$ cat config.mk
export PLATFORM = sky130hd
export DESIGN_NAME = hcbp_shift
export DESIGN_NICKNAME = d
export VERILOG_FILES = /design/src/hw/rtl/hcbp_pkg.sv /design/src/hw/rtl/hcbp_shift.sv
export SDC_FILE = /design/constraint.sdc
export NUM_CORES = 1
export LEC_CHECK = 0
export BUFFER_PORTS_ARGS = -buffer_cell sky130_fd_sc_hd__buf_4
export CAP_MARGIN = 25
export CORE_ASPECT_RATIO = 0.5
export CORE_MARGIN = 3
export CORE_UTILIZATION = 38
export DETAILED_ROUTE_END_ITERATION = 10
export SLEW_MARGIN = 10
export SYNTH_ARGS = -nofsm -noshare
export SYNTH_HDL_FRONTEND = slang
export SYNTH_SLANG_ARGS = --single-unit
$ cat constraint.sdc
create_clock -name vclk -period 2.7
set_input_delay 0.54 -clock vclk [all_inputs]
set_output_delay 0.54 -clock vclk [all_outputs]
set_load 0.01 [all_outputs]
$ cat src/hw/rtl/hcbp_pkg.sv
// ----------------------------------------------------------------------------
// hcbp_pkg
// shared types and constants for the huffman code bit packer
// ----------------------------------------------------------------------------
package hcbp_pkg;

   localparam int OP_W   = 2;
   localparam int SYM_W  = 8;
   localparam int CODE_W = 24;
   localparam int LEN_W  = 5;
   localparam int BYTE_W = 8;
   localparam int KIND_W = 2;

   // longest code the stored length field can describe
   localparam int LEN_LIMIT        = (1 << LEN_W) - 1;
   localparam int MAX_CODE_LEN_DEF = 24;
   localparam int TABLE_DEPTH      = 1 << SYM_W;

   localparam logic [OP_W-1:0] OP_LOAD   = 2'd0;
   localparam logic [OP_W-1:0] OP_ENCODE = 2'd1;
   localparam logic [OP_W-1:0] OP_FLUSH  = 2'd2;

   localparam logic [KIND_W-1:0] KIND_DATA    = 2'd0;
   localparam logic [KIND_W-1:0] KIND_PARTIAL = 2'd1;
   localparam logic [KIND_W-1:0] KIND_UNUSED  = 2'd2;

   typedef struct packed {
      logic [OP_W-1:0]   op;
      logic [SYM_W-1:0]  symbol;
      logic [CODE_W-1:0] code_word;
      logic [LEN_W-1:0]  code_length;
   } req_type;

   typedef struct packed {
      logic [BYTE_W-1:0] out_byte;
      logic [KIND_W-1:0] byte_kind;
      logic              last;
   } rsp_type;

   // control of the shared shifter
   typedef struct packed {
      logic             left;
      logic [LEN_W-1:0] amount;
   } shift_ctl_type;

endpackage

$ cat src/hw/rtl/hcbp_shift.sv
// ----------------------------------------------------------------------------
// hcbp_shift
// shared barrel shifter, left for code append, right for byte extraction
// ----------------------------------------------------------------------------
module hcbp_shift #(
   parameter int DATA_W = 31
) (
   input  hcbp_pkg::shift_ctl_type ctl,
   input  logic [DATA_W-1:0]       data_in,
   output logic [DATA_W-1:0]       data_out
);

   import hcbp_pkg::*;

   always_comb begin
      if (ctl.left) begin
         data_out = data_in << ctl.amount;
      end else begin
         data_out = data_in >> ctl.amount;
      end
   end

endmodule

* Word level (Yosys, flattened, before mapping)
Cells that the tools add are included.
Widths: inputs -> output; s select.
** Storage, ports and cells
- Bits of input ports :: 37
- Bits in registers :: 0
- Output and inout port bits :: 31
- Word-level logic and storage cells :: 3
** Operators by class
- Shifts and indexed selects :: 2
- Mux-type cells :: 1
** Operators by type and width (count)
- $mux 31 :: 1
- $shl 31x5->31 :: 1
- $shr 31x5->31 :: 1

* Logic depth before layout (Yosys ltp)
- Depth after elaboration :: 2
- Mapped depth :: 9
- Gate-level depth less buffers :: 5

* Worst setup path before layout
OpenSTA, ideal clock, no wires.
- Kind :: input port to output port
- From :: input ctl[2] (netlist bit)
- To :: output data_out[3]
- Path buffers :: 2
- Required time :: 2.160 ns
- Stages :: 7
- Slack :: 0.103 ns
- Data arrival time :: 2.057 ns
- Path through :: buf_2 buf_2 mux4_2 mux2_4 a22oi_2 nor2_1 a311o_1
** On the way
- Word-level cells in the longest chain between the ends :: 2
- Elaborated cells between the ends (all ways) :: 3
- Those cells by class :: shift (2); mux (1)
** RTL lines
- start, declared :: line hcbp_shift.sv:8 : input hcbp_pkg::shift_ctl_type ctl,
- $shr 31x5->31 / $shl 31x5->31 (equally long branches) :: line hcbp_shift.sv:19, hcbp_shift.sv:17
- $mux 31 (*) :: line hcbp_shift.sv:16 : if (ctl.left) begin
- end, declared :: line hcbp_shift.sv:10 : output logic [DATA_W-1:0] data_out
Every way passes the cells marked *; elsewhere a longest branch is shown, timed or not.

* Worst setup path in the final report
- From :: input ctl[1] (netlist bit)
- To :: output data_out[8]
The elaborated chain is that of the path after synthesis.

==> summary.txt <==
Outcome
  • Status: finished, violations left
  • Failing checks: setup timing

Placement
  • Placed instance area: 5020 µm²
  • Final GP Congestion: 1.07
  • Cells after DPL: 692
  • I/O Buffers: 68
  • Dpl hpwl: 13300 µm

Power
  • Worst VDD drop: 0.000116 V
  • Leakage: 0.00245 µW
  • Power per Cell Area: 234 nW/µm²

Setup path
  • CP Max Fanout: 7
  • Crit path DAT: 2.32 ns
  • CP Launch Type: primary input
  • CP Class: in2out
  • CP required: 2.16 ns
  • Setup crit end kind: primary output

Global route
  • Vias in the first global route: 4321
  • Initial antenna violation count: 0
  • Total track usage: 32.1%
  • Largest net degree at the start of global routing: 38
  • Gr ovfl total: 0
  • First-pass GRT wire length: 26000 µm

Detailed routing
  • Routed Antenna Nets: 0
  • Routed vias/inst: 6.60
  • WL/cell: 24.5 µm
  • DRC errors left: 0
  • First-pass DRT Iterations: 8
  • Final wirelength: 17400 µm
  • DRT iter0 DRCs: 662
  • Via Count: 4690

Die
  • Initial Util: 40.0%
  • Die height: 74.5 µm
  • Row cnt: 24
  • Core box area: 8920 µm²
  • I/O pin count: 68
  • Die Area: 10700 µm²
  • Die Width: 143 µm

Finish
  • Antenna cells: 0
  • Finished Layout Cells: 711
  • Area delta synth->final: 61.7%
  • Number of fill cells in the layout: 773
  • Clk_buf instances: 0
  • Layout cell share with drive strength beyond 1: 59.3%
  • Design area: 5770 µm²
  • Multi-input logic area: 3670 µm²
  • Final nets: 633
  • Register area: 0 µm²
  • Seq_cells: 0

Synthesis
  • Mapped Nets: 465
  • Xor/xnor cell area share of the yosys netlist: 0%
  • Largest family of logic cells by synthesized area: multiplexers
  • Synth Instances: 428
  • Post-Synthesis Cell Area: 3570 µm²
  • Cell variety after synth: 55
  • Synth Area in Compound Gates: 23.1%
  • Synthesized area per cell: 8.33 µm²
  • Register area share after synthesis: 0%
  • Mux share of post-synthesis cell area: 51.7%
  • Simple-gate area share of the yosys netlist: 17.7%
  • Synth Area in Adders: 0%
  • YS warnings: 0

Run
  • Number of max-cap violations: 0

Worst hold path
  • Worst Hold Class: in2out
  • Hold Path Depth: 4

Timing
  • RSZ-0062 raised after global routing: yes
  • Slew HR: 65.2%
  • Peak Freq: 350 MHz
  • Final period utilization: 106%
  • Final worst slack: -0.156 ns
  • Worst Tran Pin Value: 0.521 ns
  • Crit path time final: 2.86 ns
  • Max-slew violations: 0
  • Final setup violating endpoints: 26
  • Final hold vios: 0

Clock network
  • CTS Hold Buffers Added: 0
[critical path, cell delays in order]
cell and delay, ns:
buf_16 0.12, buf_12 0.14, buf_4 0.11, mux4_2 0.53, mux2i_1 0.19, buf_4 0.16, nor2_1 0.05, a21oi_2 0.17
o22ai_1 0.14, buf_4 0.17
[cells in the mapped netlist (all sizes together), types with 3 or more instances]
cell type | instances | area [µm²]
a211o | 3 | 26.3
a211oi | 7 | 52.6
a21oi | 28 | 140
a22oi | 6 | 50.1
a2bb2oi | 4 | 35.0
a31oi | 4 | 25.0
and2 | 7 | 43.8
and3 | 4 | 25.0
buf | 29 | 190
clkbuf | 14 | 52.6
inv | 6 | 22.5
mux2 | 21 | 248
mux2i | 39 | 403
mux4 | 53 | 1190
nand2 | 42 | 158
nand2b | 6 | 37.5
nand3 | 6 | 30.0
nor2 | 59 | 221
nor2b | 5 | 31.3
nor3 | 9 | 45.0
o211ai | 6 | 45.0
o21ai | 23 | 115
o221ai | 3 | 26.3
o22ai | 11 | 68.8
o311ai | 3 | 26.3
or2 | 3 | 18.8
[power breakdown]
part / total, µW / internal [µW] / switching [µW]
clock: 0 / 0 / 0
combinational: 1350 / 680 / 669
sequential: 0 / 0 / 0
[layer usage]
layer	wire length [µm]	track usage [%]	vias up
met5	0	0	-
met4	225	2.85	0
met1	7630	49.4	2300
met2	6970	43.9	323
met3	2630	12.0	33
li1	-	-	2034
[path summary, 6_finish.rpt]
| kind | from | endpoint | slack, ns |
|---|---|---|---|
| hold / removal | ctl[3] | data_out[0] | 1.57 |
| setup / recovery | ctl[1] | data_out[8] | -0.16 |
[layout make-up]
class	instances	share of cell area [%]
inverters	7	0.456
well taps	117	2.54
repair buffers	209	33.4
multi-input cells	378	63.6
[cells by family after synthesis]
| family | count (synthesis) |
|---|---|
| buffers and inverters | 50 |
| and+or+nand+nor | 144 |
| muxes | 113 |
| AOI/OAI and AO/OA | 121 |
[metrics by stage]
| stage | setup WS [ns] | total power, µW | TNS (ns) | util, % | hold WS, ns |
|---|---|---|---|---|---|
| after floorplan | 0.103 | 580 | 0 | - | 1.33 |
| after global placement | -0.299 | 1120 | -5.57 | 56.3 | 1.55 |
| after detailed placement | -0.301 | 1120 | -5.99 | 56.3 | 1.56 |
| after CTS | -0.102 | 1240 | -0.859 | 62.1 | 1.55 |
| after global routing | -0.192 | 1410 | -2.83 | 64.7 | 1.60 |
| final | -0.156 | 1350 | -1.43 | 64.7 | 1.57 |
[cell usage in the layout (no fill, tap or decap), drive strengths merged, types with 5 or more instances in the layout]
cell type  netlist  final
a21oi           28     28
buf             29    208
nand2           42     42
mux4            53     53
nand3            6      6
o21ai           23     23
mux2i           39     39
nor2b            5      5
nor3             9      9
o211ai           6      6
mux2            21     21
nand2b           6      6
and2             7      7
a22oi            6      6
o22ai           11     11
a211oi           7      7
inv              6      6
nor2            59     59
[timing repair]
item | CTS | global route
pin swaps | 36 | 18
gates resized for setup | 84 | 49
cloned | 4 | 1
setup buffers | 13 | 2
setup endpoints to repair | 31 | 31
No activity file was read; power rests on OpenSTA's default activity.
